==> config.mk <==
export PLATFORM = sky130hd
export DESIGN_NAME = protobuf_metric_event_encoder
export DESIGN_NICKNAME = d
export VERILOG_FILES = /design/src/hw/rtl/pmee_pkg.sv /design/src/hw/rtl/pmee_seq.sv /design/src/hw/rtl/pmee_dpath.sv /design/src/hw/rtl/protobuf_metric_event_encoder.sv
export SDC_FILE = /design/constraint.sdc
export NUM_CORES = 1
export LEC_CHECK = 0
export ABC_CLOCK_PERIOD_IN_PS = 33100
export BUFFER_PORTS_ARGS = -buffer_cell sky130_fd_sc_hd__buf_4
export CAP_MARGIN = 40
export CORE_ASPECT_RATIO = 0.75
export CORE_UTILIZATION = 55
export CTS_CLUSTER_SIZE = 40
export DETAILED_ROUTE_END_ITERATION = 8
export PLACE_DENSITY = 0.84
export SYNTH_ARGS = -nofsm -noshare
export SYNTH_HDL_FRONTEND = slang
export SYNTH_SLANG_ARGS = --single-unit
==> constraint.sdc <==
create_clock -name clk -period 33.1 [get_ports clk]
set_clock_uncertainty 0.1 [all_clocks]
set_input_delay 6.62 -clock clk [delete_from_list [all_inputs] [get_ports clk]]
set_output_delay 6.62 -clock clk [all_outputs]
set_load 0.01 [all_outputs]
==> src/hw/rtl/pmee_pkg.sv <==
// Shared types and constants for the metric event encoder.
// Holds the step codes, the control word layout and the handshake structs
// passed between the sequencer and the datapath. No dependencies.
package pmee_pkg;

  // Item kinds carried on the input tuser.
  localparam logic [1:0] CMD_HEADER = 2'd0;
  localparam logic [1:0] CMD_HOST   = 2'd1;
  localparam logic [1:0] CMD_NAME   = 2'd2;

  // Longest string a header may announce.
  localparam logic [13:0] MAX_STRING_LEN = 14'd255;

  localparam logic [4:0] FIELD_TIME  = 5'd1;
  localparam logic [4:0] FIELD_NAME  = 5'd3;
  localparam logic [4:0] FIELD_HOST  = 5'd4;
  localparam logic [4:0] FIELD_OUTER = 5'd6;
  localparam logic [4:0] FIELD_VALUE = 5'd13;
  localparam logic [2:0] WT_VARINT   = 3'd0;
  localparam logic [2:0] WT_BYTES    = 3'd2;

  localparam logic [7:0] TAG_OUTER = {FIELD_OUTER, WT_BYTES};
  localparam logic [7:0] TAG_TIME  = {FIELD_TIME, WT_VARINT};
  localparam logic [7:0] TAG_HOST  = {FIELD_HOST, WT_BYTES};
  localparam logic [7:0] TAG_NAME  = {FIELD_NAME, WT_BYTES};
  localparam logic [7:0] TAG_VALUE = {FIELD_VALUE, WT_VARINT};

  typedef enum logic [1:0] {
    PH_HEADER,
    PH_HOST,
    PH_NAME
  } phase_t;

  typedef enum logic [3:0] {
    ST_IDLE,
    ST_OUTER_TAG,
    ST_BODY_VAR,
    ST_TIME_TAG,
    ST_TIME_VAR,
    ST_HOST_TAG,
    ST_HOST_LEN,
    ST_HOST_BYTE,
    ST_NAME_TAG,
    ST_NAME_LEN,
    ST_NAME_BYTE,
    ST_VALUE_TAG,
    ST_VALUE_VAR,
    ST_ERROR
  } step_t;

  typedef enum logic [2:0] {
    EM_NONE,
    EM_TAG,
    EM_VAR,
    EM_DATA,
    EM_ERR
  } emit_t;

  typedef enum logic [2:0] {
    LD_NONE,
    LD_BODY,
    LD_TIME,
    LD_HOST,
    LD_NAME,
    LD_VALUE
  } load_t;

  typedef enum logic [2:0] {
    BR_SEQ,        // go to target
    BR_VLOOP,      // repeat until last varint byte, then target
    BR_VLOOP_CNT,  // after last varint byte: empty string -> target, else idle
    BR_VLOOP_RET,  // after last varint byte: idle
    BR_BYTE,       // last string byte -> target, else idle
    BR_RET,        // idle
    BR_DISPATCH    // decode the next input transaction
  } branch_t;

  typedef struct packed {
    emit_t      emit;
    logic [7:0] tag;
    load_t      load;
    branch_t    branch;
    step_t      target;
    phase_t     phase;     // phase taken when a varint step returns to idle
    logic       mark_end;  // last varint byte closes the packet
  } ucode_t;

  typedef struct packed {
    ucode_t cw;
    logic   go;         // current step emits a byte this cycle
    logic   hdr_take;   // capture header fields
    logic   byte_take;  // capture a string byte
  } ctl_t;

  typedef struct packed {
    logic vlast;     // varint register holds its final group
    logic cnt_zero;
    logic cnt_one;
    logic out_go;    // output register can take a byte
  } sts_t;

endpackage

==> src/hw/rtl/pmee_seq.sv <==
// Microcode sequencer of the metric event encoder: step counter, control
// store, branch logic and packet phase. Depends on pmee_pkg.
module pmee_seq (
  input  logic              clk,
  input  logic              rst_n,
  input  logic              in_tvalid,
  output logic              in_tready,
  input  logic [1:0]        cmd,
  input  logic [7:0]        host_length,
  input  logic [7:0]        service_length,
  input  pmee_pkg::sts_t    sts,
  output pmee_pkg::ctl_t    ctl
);
  import pmee_pkg::*;

  step_t  pc_r, pc_nxt;
  phase_t phase_r, phase_nxt;
  ucode_t cw;
  step_t  disp_step;
  logic   lens_ok;

  function automatic ucode_t ucode_rom(input step_t s);
    ucode_t w;
    w = '{emit: EM_NONE, tag: 8'h00, load: LD_NONE, branch: BR_DISPATCH,
          target: ST_IDLE, phase: PH_HEADER, mark_end: 1'b0};
    case (s)
      ST_OUTER_TAG: begin
        w.emit = EM_TAG; w.tag = TAG_OUTER; w.load = LD_BODY;
        w.branch = BR_SEQ; w.target = ST_BODY_VAR;
      end
      ST_BODY_VAR: begin
        w.emit = EM_VAR; w.branch = BR_VLOOP; w.target = ST_TIME_TAG;
      end
      ST_TIME_TAG: begin
        w.emit = EM_TAG; w.tag = TAG_TIME; w.load = LD_TIME;
        w.branch = BR_SEQ; w.target = ST_TIME_VAR;
      end
      ST_TIME_VAR: begin
        w.emit = EM_VAR; w.branch = BR_VLOOP; w.target = ST_HOST_TAG;
      end
      ST_HOST_TAG: begin
        w.emit = EM_TAG; w.tag = TAG_HOST; w.load = LD_HOST;
        w.branch = BR_SEQ; w.target = ST_HOST_LEN;
      end
      ST_HOST_LEN: begin
        w.emit = EM_VAR; w.branch = BR_VLOOP_CNT; w.target = ST_NAME_TAG;
        w.phase = PH_HOST;
      end
      ST_HOST_BYTE: begin
        w.emit = EM_DATA; w.branch = BR_BYTE; w.target = ST_NAME_TAG;
      end
      ST_NAME_TAG: begin
        w.emit = EM_TAG; w.tag = TAG_NAME; w.load = LD_NAME;
        w.branch = BR_SEQ; w.target = ST_NAME_LEN;
      end
      ST_NAME_LEN: begin
        w.emit = EM_VAR; w.branch = BR_VLOOP_CNT; w.target = ST_VALUE_TAG;
        w.phase = PH_NAME;
      end
      ST_NAME_BYTE: begin
        w.emit = EM_DATA; w.branch = BR_BYTE; w.target = ST_VALUE_TAG;
      end
      ST_VALUE_TAG: begin
        w.emit = EM_TAG; w.tag = TAG_VALUE; w.load = LD_VALUE;
        w.branch = BR_SEQ; w.target = ST_VALUE_VAR;
      end
      ST_VALUE_VAR: begin
        w.emit = EM_VAR; w.branch = BR_VLOOP_RET; w.phase = PH_HEADER;
        w.mark_end = 1'b1;
      end
      ST_ERROR: begin
        w.emit = EM_ERR; w.branch = BR_RET;
      end
      default: begin
        w.branch = BR_DISPATCH;
      end
    endcase
    return w;
  endfunction

  assign cw        = ucode_rom(pc_r);
  assign in_tready = (pc_r == ST_IDLE);
  assign lens_ok   = ({6'd0, host_length} <= MAX_STRING_LEN) &&
                     ({6'd0, service_length} <= MAX_STRING_LEN);

  // Decode of an incoming transaction against the current phase.
  always_comb begin
    disp_step = ST_ERROR;
    case (cmd)
      CMD_HEADER: if (phase_r == PH_HEADER && lens_ok) disp_step = ST_OUTER_TAG;
      CMD_HOST:   if (phase_r == PH_HOST) disp_step = ST_HOST_BYTE;
      CMD_NAME:   if (phase_r == PH_NAME) disp_step = ST_NAME_BYTE;
      default:    disp_step = ST_ERROR;
    endcase
  end

  // Next step and phase.
  always_comb begin
    pc_nxt    = pc_r;
    phase_nxt = phase_r;
    if (cw.branch == BR_DISPATCH) begin
      if (in_tvalid) begin
        pc_nxt = disp_step;
      end
    end else if (sts.out_go) begin
      case (cw.branch)
        BR_SEQ: begin
          pc_nxt = cw.target;
        end
        BR_VLOOP: begin
          if (sts.vlast) pc_nxt = cw.target;
        end
        BR_VLOOP_CNT: begin
          if (sts.vlast) begin
            if (sts.cnt_zero) begin
              pc_nxt = cw.target;
            end else begin
              pc_nxt    = ST_IDLE;
              phase_nxt = cw.phase;
            end
          end
        end
        BR_VLOOP_RET: begin
          if (sts.vlast) begin
            pc_nxt    = ST_IDLE;
            phase_nxt = cw.phase;
          end
        end
        BR_BYTE: begin
          pc_nxt = sts.cnt_one ? cw.target : ST_IDLE;
        end
        default: begin
          pc_nxt = ST_IDLE;
        end
      endcase
    end
  end

  // Control outputs to the datapath.
  always_comb begin
    ctl.cw        = cw;
    ctl.go        = (cw.branch != BR_DISPATCH) && sts.out_go;
    ctl.hdr_take  = in_tvalid && in_tready && (disp_step == ST_OUTER_TAG);
    ctl.byte_take = in_tvalid && in_tready &&
                    ((disp_step == ST_HOST_BYTE) || (disp_step == ST_NAME_BYTE));
  end

  always_ff @(posedge clk) begin
    if (!rst_n) begin
      pc_r    <= ST_IDLE;
      phase_r <= PH_HEADER;
    end else begin
      pc_r    <= pc_nxt;
      phase_r <= phase_nxt;
    end
  end

endmodule

==> src/hw/rtl/pmee_dpath.sv <==
// Datapath of the metric event encoder: header capture, body length, the
// varint shift register, string byte counter and the output byte register.
// Driven by the control word from pmee_seq; depends on pmee_pkg.
module pmee_dpath (
  input  logic              clk,
  input  logic              rst_n,
  input  pmee_pkg::ctl_t    ctl,
  output pmee_pkg::sts_t    sts,
  input  logic [63:0]       timestamp,
  input  logic [63:0]       metric_value,
  input  logic [7:0]        host_length,
  input  logic [7:0]        service_length,
  input  logic [7:0]        data_byte,
  output logic              out_tvalid,
  input  logic              out_tready,
  output logic [7:0]        out_byte,
  output logic              packet_end,
  output logic              seq_error
);
  import pmee_pkg::*;

  logic [63:0] ts_r;
  logic [63:0] zz_r;
  logic [7:0]  hl_r;
  logic [7:0]  nl_r;
  logic [7:0]  data_r;
  logic [63:0] vreg_r, vreg_nxt;
  logic [7:0]  cnt_r, cnt_nxt;
  logic        out_valid_r;
  logic [7:0]  out_byte_r;
  logic        out_end_r;
  logic        out_err_r;
  logic [9:0]  body;
  logic [7:0]  emit_byte;

  // Number of 7-bit groups a varint needs.
  function automatic logic [3:0] vlen(input logic [63:0] v);
    logic [3:0] n;
    n = 4'd1;
    for (int i = 1; i < 10; i++) begin
      if ((v >> (7 * i)) != 64'd0) n = 4'(i + 1);
    end
    return n;
  endfunction

  // Four tag bytes plus four varints plus both strings.
  assign body = 10'd4 + {6'd0, vlen(ts_r)} + {6'd0, vlen({56'd0, hl_r})} +
                {6'd0, vlen({56'd0, nl_r})} + {6'd0, vlen(zz_r)} +
                {2'd0, hl_r} + {2'd0, nl_r};

  assign sts.vlast    = (vreg_r[63:7] == 57'd0);
  assign sts.cnt_zero = (cnt_r == 8'd0);
  assign sts.cnt_one  = (cnt_r == 8'd1);
  assign sts.out_go   = !out_valid_r || out_tready;

  always_comb begin
    case (ctl.cw.emit)
      EM_TAG:  emit_byte = ctl.cw.tag;
      EM_VAR:  emit_byte = {!sts.vlast, vreg_r[6:0]};
      EM_DATA: emit_byte = data_r;
      default: emit_byte = 8'h00;
    endcase
  end

  always_comb begin
    vreg_nxt = vreg_r;
    cnt_nxt  = cnt_r;
    if (ctl.go) begin
      case (ctl.cw.load)
        LD_BODY:  vreg_nxt = {54'd0, body};
        LD_TIME:  vreg_nxt = ts_r;
        LD_HOST: begin
          vreg_nxt = {56'd0, hl_r};
          cnt_nxt  = hl_r;
        end
        LD_NAME: begin
          vreg_nxt = {56'd0, nl_r};
          cnt_nxt  = nl_r;
        end
        LD_VALUE: vreg_nxt = zz_r;
        default: begin
          if (ctl.cw.emit == EM_VAR) vreg_nxt = vreg_r >> 7;
        end
      endcase
      if (ctl.cw.emit == EM_DATA) cnt_nxt = cnt_r - 8'd1;
    end
  end

  always_ff @(posedge clk) begin
    if (ctl.hdr_take) begin
      ts_r <= timestamp;
      zz_r <= {metric_value[62:0], 1'b0} ^ {64{metric_value[63]}};
      hl_r <= host_length;
      nl_r <= service_length;
    end
    if (ctl.byte_take) begin
      data_r <= data_byte;
    end
    vreg_r <= vreg_nxt;
  end

  always_ff @(posedge clk) begin
    if (!rst_n) begin
      cnt_r       <= 8'd0;
      out_valid_r <= 1'b0;
    end else begin
      cnt_r <= cnt_nxt;
      if (ctl.go && ctl.cw.emit != EM_NONE) begin
        out_valid_r <= 1'b1;
      end else if (out_tready) begin
        out_valid_r <= 1'b0;
      end
    end
  end

  always_ff @(posedge clk) begin
    if (ctl.go && ctl.cw.emit != EM_NONE) begin
      out_byte_r <= emit_byte;
      out_end_r  <= ctl.cw.mark_end && sts.vlast && (ctl.cw.emit == EM_VAR);
      out_err_r  <= (ctl.cw.emit == EM_ERR);
    end
  end

  assign out_tvalid = out_valid_r;
  assign out_byte   = out_byte_r;
  assign packet_end = out_end_r;
  assign seq_error  = out_err_r;

endmodule

==> src/hw/rtl/protobuf_metric_event_encoder.sv <==
// Metric event encoder: turns a header transaction followed by host and name
// bytes into one length-delimited protocol-buffer event (timestamp, host,
// name, zigzag value), one byte per output transaction, tlast on the final
// byte. A header is accepted and then its bytes leave one per cycle unless
// the output stalls: outer tag, body length, timestamp, host length, up to
// 17 bytes; with an empty host string the name tag and length follow at once
// (up to 19 bytes), and with both strings empty the whole packet leaves at
// once (up to 28 bytes). Each string byte is first accepted, then emitted;
// the last byte of a string also emits the next field's tag and length (and
// the value field after the name). A rejected transaction is accepted, then
// gives one zero byte with tuser set. The single output byte register
// sets the pace; the input is held off while a transaction's bytes are being
// sent. Depends on pmee_pkg, pmee_seq and pmee_dpath.
module protobuf_metric_event_encoder (
  input  logic         clk,
  input  logic         rst_n,
  input  logic         in_tvalid,
  output logic         in_tready,
  // timestamp[63:0], metric_value[127:64], host_length[135:128],
  // service_length[143:136], data_byte[151:144]
  input  logic [151:0] in_tdata,
  input  logic [1:0]   in_tuser,   // command
  output logic         out_tvalid,
  input  logic         out_tready,
  output logic [7:0]   out_tdata,  // out_byte
  output logic         out_tlast,  // packet_end
  output logic         out_tuser   // seq_error
);
  import pmee_pkg::*;

  ctl_t ctl;
  sts_t sts;

  pmee_seq u_seq (
    .clk            (clk),
    .rst_n          (rst_n),
    .in_tvalid      (in_tvalid),
    .in_tready      (in_tready),
    .cmd            (in_tuser),
    .host_length    (in_tdata[135:128]),
    .service_length (in_tdata[143:136]),
    .sts            (sts),
    .ctl            (ctl)
  );

  pmee_dpath u_dpath (
    .clk            (clk),
    .rst_n          (rst_n),
    .ctl            (ctl),
    .sts            (sts),
    .timestamp      (in_tdata[63:0]),
    .metric_value   (in_tdata[127:64]),
    .host_length    (in_tdata[135:128]),
    .service_length (in_tdata[143:136]),
    .data_byte      (in_tdata[151:144]),
    .out_tvalid     (out_tvalid),
    .out_tready     (out_tready),
    .out_byte       (out_tdata),
    .packet_end     (out_tlast),
    .seq_error      (out_tuser)
  );

endmodule
Yosys cells after proc, flatten, opt, wreduce, memory -nomap -nowiden
Cells that the tools add are included.
{"block": "op_classes", "n_addsub": 7, "eq_ne": 43, "mux": 50, "bitwise": 2, "reduce_logical": 50}
{"cell": "$reduce_bool 64->1", "count": 16}
{"cell": "$pmux 64 s5", "count": 1}
{"cell": "$mux 4", "count": 26}
{"cell": "$mux 64", "count": 1}
{"cell": "$xor 64x64->64", "count": 1}
{"cell": "$logic_not 57->1", "count": 1}
{"cell": "$pmux 10 s5", "count": 1}
{"cell": "$pmux 4 s9", "count": 1}
{"cell": "$add 10x4->10", "count": 3}
{"cell": "$eq 4x4->1 const B", "count": 7}
{"cell": "$pmux 8 s3", "count": 1}
{"cell": "$add 10x8->10", "count": 2}
{"cell": "$eq 4x3->1 const B", "count": 5}
{"cell": "$pmux 4 s5", "count": 1}
{"cell": "$eq 3x2->1 const B", "count": 6}
{"cell": "$pmux 3 s6", "count": 1}
{"cell": "$pmux 8 s2", "count": 1}
{"cell": "$eq 3x3->1 const B", "count": 5}
{"cell": "$mux 2", "count": 7}
{"cell": "$pmux 3 s4", "count": 1}
{"cell": "$pmux 4 s3", "count": 1}
{"cell": "$reduce_or 2->1", "count": 5}
{"cell": "$reduce_or 5->1", "count": 2}
{"cell": "$eq 3x1->1 const B", "count": 3}
{"cell": "29 further kinds", "count": 53}
{"block": "word_totals", "regBits": 241, "inputBits": 158, "elab_cells": 165}

Depth between registers and ports, before layout
Gate-level depths: netlist of run 1.
{"block": "logic_depth", "ltp_word": 17, "ltp_mapped": 20}

Cells and area by module
From an unflattened synthesis of run 1, not the netlist that was laid out.
{"block": "hier_totals", "cells_unflattened": 988, "area_unflattened_um2": 12449.4}
{"module": "pmee_dpath", "instances": 1, "cells_each": 860, "area_per_inst_um2": 11584.9, "seq_area_each_um2": 6966.7}
{"module": "pmee_seq", "instances": 1, "cells_each": 128, "area_per_inst_um2": 864.6, "seq_area_each_um2": 120.1}

Worst setup path before layout of run 1
No wires, ideal clock.
{"block": "synth_timing", "path_type": "input-to-reg", "startpoint": "in in_tuser[1]", "endpoint": "reg u_dpath.hl_r[0], enable pin", "arrival_ns": 16.712, "required_time_ns": 32.176, "setup_slack_ns": 15.464, "cell_stages": 2, "cell_sequence": "or2_2 nor3_1"}
{"element": "start, declared", "line_no": "protobuf_metric_event_encoder.sv:22", "text": "input logic [1:0] in_tuser,"}
{"element": "end signal, assigned", "line_no": "pmee_dpath.sv:93", "text": "hl_r <= host_length;"}
{"element": "end, declared", "line_no": "pmee_dpath.sv:24", "text": "logic [7:0] hl_r;"}

==> reports/metrics.yaml, run 1 <==
run_status:
  status: "finished with violations"
  violations: "DRC"
sta:
  min_period_ns: 8.73
  fmax_mhz: 115
  hold_viol: 0
  finalSetupViolCount: 0
  worst_pin_slew_ns: 0.940
  slew_violations: 0
  rsz0062_at_grt: "no"
  fin_crit_sh_pct: 26.4
  finalSetupTns_ns: 0
  slew_headroom_pct: 37.2
clocking:
  cts_setup_buffers: 0
  cts_made_buffers: 23
  clk_pin_slew_ns: 0.06
  clockBufferDepth: 3
  htree_num_levels: 1
  cts_resized: 0
  cts-root-buf: "clkbuf_16"
  clk_latency_ns: 0.52
  cts_tree: "built"
  postCtsHoldBufs: 0
  numClockSinks: 241
job:
  cap_violations: 0
placement:
  io_buffers: 169
  gp_congestion: 0.922
  dp_hpwl_um: 20000
pwr:
  seqPwrFrac_pct: 46.0
  p_int_uw: 705
  cellLeakagePower_nw: 5.35
  switchingPower_uw: 351
  swShare_pct: 33.2
  power_density_nw_per_um2: 76.3
  p_clk_share_pct: 24.4
  ir_drop_uv: 51.8
  power_frac_comb_pct: 29.6
worst_setup_path:
  r2r_cells: 19
  critPathArrivalTime_ns: 8.82
  cp-end-kind: "register"
  path_class: "in -> reg"
  cp.required_ns: 33.19
  crit_path_start_kind: "primary input"
  crit_fanout: 58
detailed_routing:
  viasPerCell: 6.21
  ant_nets: 0
  met1_length_um: 11500
  dr_wl_met3_um: 3330
  remaining_drc_errors: 10
  vias: 8224
  dr_wl_met2_um: 12500
  dr.pass1.iters: 9
  wl_um: 28300
  drt_iter0_markers: 1266
  topRoutingLayerUsed: "met4"
  routedWlPerCell_um: 21.3
finish:
  nets: 1223
  antenna_cells: 0
  layout-drive-gt1-share_pct: 24.2
  utilization_pct: 67.9
  final_common_cell: "edfxtp_1"
  synthToLayoutAreaGrowth_pct: 19.9
  mostFrequentLayoutCells: "226 x edfxtp_1, 179 x buf_4, 79 x inv_1, 66 x xor2_1, 52 x a222oi_1"
global_routing:
  grt-ovfl-total: 0
  track_usage_pct: 26.3
  grt_max_degree: 65
  grt_pass1_wl_um: 43400
  antenna_found_initial: 0
  grt_pass1_vias: 7944
synthesis:
  synth_area_um2: 11500
  synth_nets: 1061
  async_reset_ff_share_pct: 0
  synth_ff_type: "edfxtp_1"
  synthCells: 864
  synth.distinct_cells: 80
  synth-seq-cells: 241
  synth_edf_count: 226
  yosysWarnings: 0
  syn_area_per_cell_um2: 13.4
  yosysSeqAreaShare_pct: 61.4
hold_path:
  holdPathStages: 2
  hold_path.class: "reg -> reg"
floorplan:
  die_area_um2: 21600
  die_h_um: 127
  die_w_um: 169
  start_util_pct: 56.6
  ios: 170
  rows: 45
  core_area_um2: 20400
## final cells by class
class / count / area [um2]
Clock inverter: 14 / 129
Multi-Input combinational cell: 498 / 3970
Timing Repair Buffer: 182 / 1410
Tap cell: 282 / 353
Sequential cell: 241 / 7090
Fill cell: 1451 / 6540
Inverter: 80 / 300
Clock buffer: 28 / 594
## sequential cells by signal, indices dropped and copies added (netlist names)
name,flops
u_dpath.zz_r,64
u_dpath.vreg_r,64
u_dpath.packet_end,1
u_dpath.data_r,8
u_dpath.nl_r,8
u_dpath.seq_error,1
u_seq.phase_r,2
u_dpath.out_tvalid,1
u_dpath.hl_r,8
u_dpath.ts_r,64
u_dpath.out_byte,8
u_seq.pc_r,4
u_dpath.cnt_r,8
## stage by stage
step	worst slack, ns	area [um2]	total power [mW]	hold slack, ns	std cells
2_1_floorplan	15.46	11500	0.699	0.379	864
3_3_place_gp	23.76	13000	0.779	0.408	1280
3_5_place_dp	23.87	13100	0.796	0.424	1283
4_1_cts	24.39	13800	1.05	0.438	1325
5_1_grt	24.21	13800	1.10	0.468	1325
6_report	24.37	13800	1.06	0.447	1325
## synthesized netlist by cell type (all sizes together), types with 6 or more instances
cell type,count,area (um2)
nand3,13,75.1
nor2,42,163
a22oi,7,52.6
ha,26,325
nor4,34,264
edfxtp,226,6790
dfxtp,15,300
a31oi,7,43.8
clkbuf,20,75.1
o21ai,24,124
a22o,13,114
a221oi,8,76.3
nor3,20,128
fa,13,260
a21oi,30,176
buf,25,148
inv,80,300
nand2b,7,43.8
xor2,66,578
nand2,36,143
o211ai,6,50.1
or4,12,93.8
a222oi,52,521
## cell families (layout without fill, tap and decap cells)
group / Yosys count / after routing / share of synthesized area [%]
flip-flops: 241 / 241 / 61.4
adder cells (fa/ha/maj): 39 / 39 / 5.07
AND/OR/NAND/NOR: 193 / 193 / 9.92
buffers and inverters: 125 / 304 / 4.53
multiplexers: 5 / 5 / 0.434
AO/OA/AOI/OAI: 192 / 192 / 13.4
XOR/XNOR: 69 / 69 / 5.24
## worst max-delay path, cell delays in order
cell	delay, ns
buf_4	0.11
or2_2	0.31
nor3_2	0.25
buf_4	0.61
buf_4	0.50
buf_16	0.32
## power by group through the flow
stage | clock network [mW] | logic [mW] | registers [mW]
3_5_place_dp | 0 | 0.307 | 0.489
4_1_cts | 0.259 | 0.309 | 0.484
6_report | 0.257 | 0.312 | 0.486
5_1_grt | 0.271 | 0.342 | 0.490
2_1_floorplan | 0 | 0.213 | 0.486
3_3_place_gp | 0 | 0.291 | 0.488
## routing by layer
layer | vias to the layer above | global-route usage [%]
li1 | 3700 | -
met5 | - | 0
met2 | 539 | 40.1
met3 | 63 | 6.54
met1 | 3922 | 37.4
met4 | 0 | 8.43
## worst paths after layout
path	startpoint	slack [ns]	end
hold reg to reg	u_seq.phase_r[1]$_SDFFE_PN0P_	0.45	u_seq.phase_r[1]$_SDFFE_PN0P_
setup reg to reg	u_dpath.ts_r[16]$_DFFE_PP_	27.11	u_dpath.vreg_r[6]$_DFFE_PP_
hold / removal	u_seq.phase_r[1]$_SDFFE_PN0P_	0.45	u_seq.phase_r[1]$_SDFFE_PN0P_
setup / recovery	in_tuser[1]	24.37	u_dpath.ts_r[14]$_DFFE_PP_
Power figures use the tool's default switching activity.
==> run 2: changes to the inputs <==
Settings changed: ABC_AREA from default to 1, ABC_CLOCK_PERIOD_IN_PS 33100 to 8550.
Clock period 33.1 ns to 8.55 ns, I/O delays scaled along.
==> run 2 against run 1 <==
Net effect:
- final cell count is 27% higher
- non-clock buffer count fell by 2
- critical endpoint is now u_dpath.vreg_r[6]$_DFFE_PP_
- critical path depth increased by 17
- routed wire length is 13% higher
- design area grew 5.4%
- total power increased to 3.9 times the previous value
- the flow now finishes without violations
- clock power grew to 4.0 times the previous value
==> reports/metrics.yaml, run 2 <==
run_status:
  status: "finished, final reports clean"
placement:
  dp_hpwl_um: 22900
  placedCellCount: 1639
  io_buffers: 169
  gp_congestion: 0.958
clocking:
  cts-root-buf: "clkbuf_16"
  cts_resized: 0
  cts_tree: "built"
  cts_made_buffers: 25
  clk_pin_slew_ns: 0.06
  clockBufferDepth: 3
  numClockSinks: 241
  htree_num_levels: 1
  cts_setup_buffers: 0
  postCtsHoldBufs: 0
  clk_latency_ns: 0.54
worst_setup_path:
  slowest_delay_ns: 0.45
  critPathArrivalTime_ns: 5.40
  r2r_cells: 23
  crit_fanout: 4
  cp-end-kind: "register"
  crit_path_start_kind: "register"
  r2r_slack_ns: 3.32
  cp_slowest_cell: "fa_1"
  reg2reg_from: "u_dpath.ts_r[45]$_DFFE_PP_"
  r2r-end: "u_dpath.vreg_r[6]$_DFFE_PP_"
  crit_chain: "nor2_1, nand3_1, nor3_1, nand2_1, nor2_1, nand2_1, nand2_1, nand2_1, a21oi_1, fa_1, inv_1, fa_1, fa_1, inv_1, ha_1, inv_1, fa_1, o21ai_0, nand2_1, a21oi_1, o21ai_0, nand3_1, nand3_1"
  crit_top_cell: "nand2_1"
  path_class: "reg -> reg"
  cp.required_ns: 8.72
hold_path:
  hold_path.class: "reg -> reg"
  min_from: "u_dpath.cnt_r[4]$_SDFFE_PN0P_"
  min_to: "u_dpath.cnt_r[4]$_SDFFE_PN0P_"
  holdPathStages: 2
synthesis:
  synth_commonest_cells: "226 x edfxtp_1, 209 x nand2_1, 168 x nor2_1"
  synthCells: 1207
  syn_area_per_cell_um2: 10.1
  synth_edf_count: 226
  synth_top_area_share_pct: 55.5
  yosysTopAreaCell: "edfxtp_1"
  synth-seq-cells: 241
  yosysMostFrequentCell: "edfxtp_1"
  synth_area_um2: 12200
  synth_nets: 1404
  async_reset_ff_share_pct: 0
  synth.distinct_cells: 49
  yosysWarnings: 0
  synth.area.top_cells: "edfxtp_1 56%, nand2_1 6.4%, nor2_1 5.2%"
  yosysSeqAreaShare_pct: 58.0
  synth_ff_type: "edfxtp_1"
finish:
  instances_no_fill: 1681
  largestRegisters: "u_dpath.ts_r: 64 flops, u_dpath.vreg_r: 64 flops, u_dpath.zz_r: 64 flops"
  synthToLayoutAreaGrowth_pct: 19.4
  layout-drive-gt1-share_pct: 17.5
  mostFrequentLayoutCells: "226 x edfxtp_1, 209 x nand2_1, 176 x buf_4, 168 x nor2_1, 137 x inv_1"
  nets: 1575
  final_common_cell: "edfxtp_1"
  antenna_cells: 0
detailed_routing:
  ant_nets: 0
  vias: 9682
  wl_um: 31800
  viasPerCell: 5.76
  drt_iter0_markers: 1294
  remaining_drc_errors: 0
  dr.pass1.iters: 5
  routedWlPerCell_um: 18.9
floorplan:
  core_area_um2: 21500
  die_area_um2: 22800
  rows: 46
  die_w_um: 174
  die_h_um: 131
  start_util_pct: 56.9
  ios: 170
sta:
  slew_violations: 0
  worst_pin_slew_ns: 0.913
  slew_headroom_pct: 39.1
  rsz0062_at_grt: "no"
  finalSetupViolCount: 0
  fmax_mhz: 191
  finalSetupTns_ns: 0
  fin_crit_sh_pct: 61.1
  min_period_ns: 5.23
  hold_viol: 0
global_routing:
  grt_max_degree: 70
  grt_pass1_wl_um: 49400
  grt_pass1_vias: 9389
  grt-ovfl-total: 0
  antenna_found_initial: 0
  track_usage_pct: 28.1
pwr:
  ir_drop_uv: 238
  cellLeakagePower_nw: 5.96
  power_density_nw_per_um2: 280
job:
  cap_violations: 0
==> run 2: how the worst max path moves through the flow <==
| stage | from | end | slack (ns) | cells after the start |
|---|---|---|---|---|
| CTS | u_dpath.ts_r[37]$_DFFE_PP_ | u_dpath.vreg_r[6]$_DFFE_PP_ | 3.44 | 25 |
| floorplan | in_tuser[1] | u_dpath.hl_r[0]$_DFFE_PP_ | 0.32 | 3 |
| finish | u_dpath.ts_r[45]$_DFFE_PP_ | u_dpath.vreg_r[6]$_DFFE_PP_ | 3.32 | 23 |
| detailed placement | u_dpath.ts_r[37]$_DFFE_PP_ | u_dpath.vreg_r[6]$_DFFE_PP_ | 3.52 | 25 |
| global route | u_dpath.ts_r[37]$_DFFE_PP_ | u_dpath.vreg_r[6]$_DFFE_PP_ | 2.91 | 25 |
| global placement | u_dpath.ts_r[36]$_DFFE_PP_ | u_dpath.vreg_r[6]$_DFFE_PP_ | 3.60 | 25 |
==> run 2: final cells by class <==
cell class / count / area [um2]
clock inverters: 16 / 120
repair buffers: 180 / 1400
flip-flops and latches: 241 / 7090
well taps: 288 / 360
inverters: 144 / 546
multi-input cells: 786 / 4450
clock buffers: 26 / 629
fillers: 1583 / 6880
==> run 2: metrics by stage <==
step | total power, mW | setup WS (ns) | area, um2 | hold WS [ns] | util [%]
after floorplan | 2.65 | 0.319 | 12200 | 0.368 | -
after global placement | 3.00 | 3.60 | 13800 | 0.388 | 64.1
after detailed placement | 3.04 | 3.52 | 13800 | 0.396 | 64.5
after CTS | 4.07 | 3.44 | 14600 | 0.410 | 67.9
after global routing | 4.27 | 2.91 | 14600 | 0.436 | 67.9
final | 4.08 | 3.32 | 14600 | 0.413 | 67.9
==> run 2: report_power, final <==
part           internal [mW]  switching, mW  total (mW)
registers               1.69          0.139        1.83
logic                  0.398          0.833        1.23
clock network          0.565          0.455        1.02
total                   2.65           1.43        4.08
==> run 2: critical path, delay by kind of cell, from the launching register on <==
kind	cells	cell delay (ns)
adder cells (fa/ha/maj)	5	1.91
AO/OA/AOI/OAI	4	0.82
AND/OR/NAND/NOR	11	1.49
flip-flops	1	0.42
buffers and inverters	3	0.21
==> run 2: cells by family (layout without fill, tap and decap cells) <==
family,Yosys count,after routing,synth area share (%)
compound gates,115,115,6.31
xor+xnor,68,68,4.87
fa+ha+maj,39,39,4.79
buf+inv,180,366,5.84
flops,241,241,58.0
simple gates,564,564,20.2
==> run 2: layer usage <==
metal | part of all wire [%] | track usage (%) | vias up
li1 | - | - | 4481
met1 | 41 | 38.1 | 4524
met2 | 46 | 46.1 | 608
met3 | 11 | 6.23 | 69
met4 | 2.6 | 7.74 | 0
met5 | 0 | 0 | -
==> run 3: changes to the inputs <==
Settings changed: ABC_CLOCK_PERIOD_IN_PS 8550 to 4460, CORE_UTILIZATION 55 to 52, PLACE_DENSITY 0.84 to 0.83.
Clock period 8.55 ns to 4.46 ns, I/O delays scaled along.
==> run 3 against run 2 <==
Net effect:
- the run now ends with setup timing left
- flip-flop and latch count is the same
- global-route usage is 1.1 points lower
- die area increased by 5.7%
- design area grew 5.8%
- sequential power grew 91%
- final cell count rose by 4.9%
- count of clock-buffer cells in the layout grew 3
- setup slack lost 3.5 ns
- maximum frequency rose by 12%
- largest power group unchanged
- highest routed layer unchanged
==> reports/metrics.yaml, run 3 (synthesized netlist as in run 2, its figures left out) <==
run_status:
  status: "finished with violations"
  violations: "setup timing"
pwr:
  p_int_mw: 5.34
  swShare_pct: 34.0
  cellLeakagePower_nw: 6.37
  power.total_mw: 8.09
  seqPwrFrac_pct: 43.1
  ir_drop_uv: 619
  power_frac_comb_pct: 30.3
  p_clk_share_pct: 26.5
  power_density_nw_per_um2: 524
  switchingPower_mw: 2.75
detailed_routing:
  viasPerCell: 5.62
  dr.pass1.iters: 6
  ant_nets: 0
  drt_iter0_markers: 1084
  wl_um: 32200
  vias: 9912
  routedWlPerCell_um: 18.2
  remaining_drc_errors: 0
sta:
  fmax_mhz: 214
  fin_crit_sh_pct: 105
  worst_pin_slew_ns: 0.758
  finalWorstSetupSlack_ns: -0.203
  slew_headroom_pct: 49.5
  min_period_ns: 4.66
  hold_viol: 0
  finalSetupTns_ns: -0.858
  holdWs_ns: 0.408
  finalSetupViolCount: 7
  rsz0062_at_grt: "yes"
  slew_violations: 0
finish:
  utilization_pct: 67.1
  largestRegisters: "u_dpath.ts_r: 64 flops, u_dpath.vreg_r: 64 flops, u_dpath.zz_r: 64 flops"
  nets: 1644
  mostFrequentLayoutCells: "243 x buf_4, 226 x edfxtp_1, 205 x nand2_1, 155 x nor2_1, 130 x inv_1"
  antenna_cells: 0
  final_common_cell: "buf_4"
  layout-drive-gt1-share_pct: 24.7
  synthToLayoutAreaGrowth_pct: 26.3
worst_setup_path:
  crit_path_start_kind: "register"
  cp.required_ns: 4.62
  crit_fanout: 4
  critPathArrivalTime_ns: 4.82
  cp-end-kind: "register"
  path_class: "reg -> reg"
global_routing:
  antenna_found_initial: 0
  grt_pass1_vias: 9637
  grt-ovfl-total: 0
  grt_max_degree: 89
  track_usage_pct: 27.0
  grt_pass1_wl_um: 49900
clocking:
  cts_made_buffers: 24
  postCtsHoldBufs: 0
  htree_num_levels: 1
  cts-root-buf: "clkbuf_16"
  numClockSinks: 241
  cts_tree: "built"
  clk_latency_ns: 0.54
  clk_pin_slew_ns: 0.07
  clockBufferDepth: 3
placement:
  dpl_worst_slack_ns: -0.472
  io_buffers: 169
  gp_congestion: 0.921
  dp_hpwl_um: 23200
floorplan:
  start_util_pct: 53.1
  die_h_um: 135
  rows: 48
  ios: 170
  core_area_um2: 23000
  die_area_um2: 24100
  die_w_um: 179
job:
  cap_violations: 0
hold_path:
  hold_path.class: "reg -> reg"
-- run 3: layout make-up --
| type | count | area, um2 |
|---|---|---|
| fill | 1683 | 7570 |
| sequential | 241 | 7090 |
| multi-input combinational | 786 | 4670 |
| timing repair buffer | 250 | 1930 |
| clock buffer | 29 | 619 |
| inverter | 144 | 546 |
| tap | 300 | 375 |
| clock inverter | 14 | 210 |
-- run 3: power by group through the flow --
stage	logic [mW]	registers, mW	clock network, mW
floorplan	1.57	3.49	0
global placement	2.28	3.51	0
detailed placement	2.36	3.52	0
CTS	2.40	3.48	2.16
global route	2.69	3.53	2.25
finish	2.45	3.49	2.15
-- run 3: what timing repair did --
item	4_1_cts	5_1_grt
pin swaps	16	19
endpoints found under the setup margin	9	9
setup buffers	7	3
gates resized for setup	37	25
-- run 3: worst max-delay path, stage by stage, from the launching register on --
cell and delay [ns]:
edfxtp_1 0.42, nor2_2 0.16, inv_2 0.06, nor2_2 0.12, nand2_1 0.08, nor3_2 0.14
buf_4 0.16, nand2_4 0.05, nor2_4 0.09, nand2_1 0.06, nand2_1 0.06, nand2_1 0.06
a21oi_2 0.13, fa_1 0.42, inv_1 0.09, fa_1 0.44, fa_1 0.46, inv_2 0.09
ha_4 0.13, inv_2 0.04, fa_2 0.36, o21ai_4 0.17, nand2_1 0.09, a21oi_2 0.15
o21ai_1 0.08, nand3_1 0.09, nand3_1 0.09
-- run 3: worst paths after layout --
kind / start / end / slack (ns) / cells after the start
hold / removal: u_dpath.cnt_r[4]$_SDFFE_PN0P_ / u_dpath.cnt_r[4]$_SDFFE_PN0P_ / 0.41 / 2
hold reg to reg: u_dpath.cnt_r[4]$_SDFFE_PN0P_ / u_dpath.cnt_r[4]$_SDFFE_PN0P_ / 0.41 / 2
setup / recovery: u_dpath.ts_r[42]$_DFFE_PP_ / u_dpath.vreg_r[6]$_DFFE_PP_ / -0.20 / 26
setup reg to reg: u_dpath.ts_r[42]$_DFFE_PP_ / u_dpath.vreg_r[6]$_DFFE_PP_ / -0.20 / 26
-- run 3: per-layer routing --
metal	global-route usage, %	share of wire, %	vias up
met5	0	0	-
met4	9.13	3.5	0
met3	4.84	9.9	106
met2	42.7	46	590
met1	37.5	41	4600
li1	-	-	4616
-- run 3: metrics by stage --
step                cell area [um2]  cells
global route                  15400   1764
detailed placement            14300   1711
CTS                           15300   1761
finish                        15400   1764
floorplan                     12300   1207
global placement              14300   1709
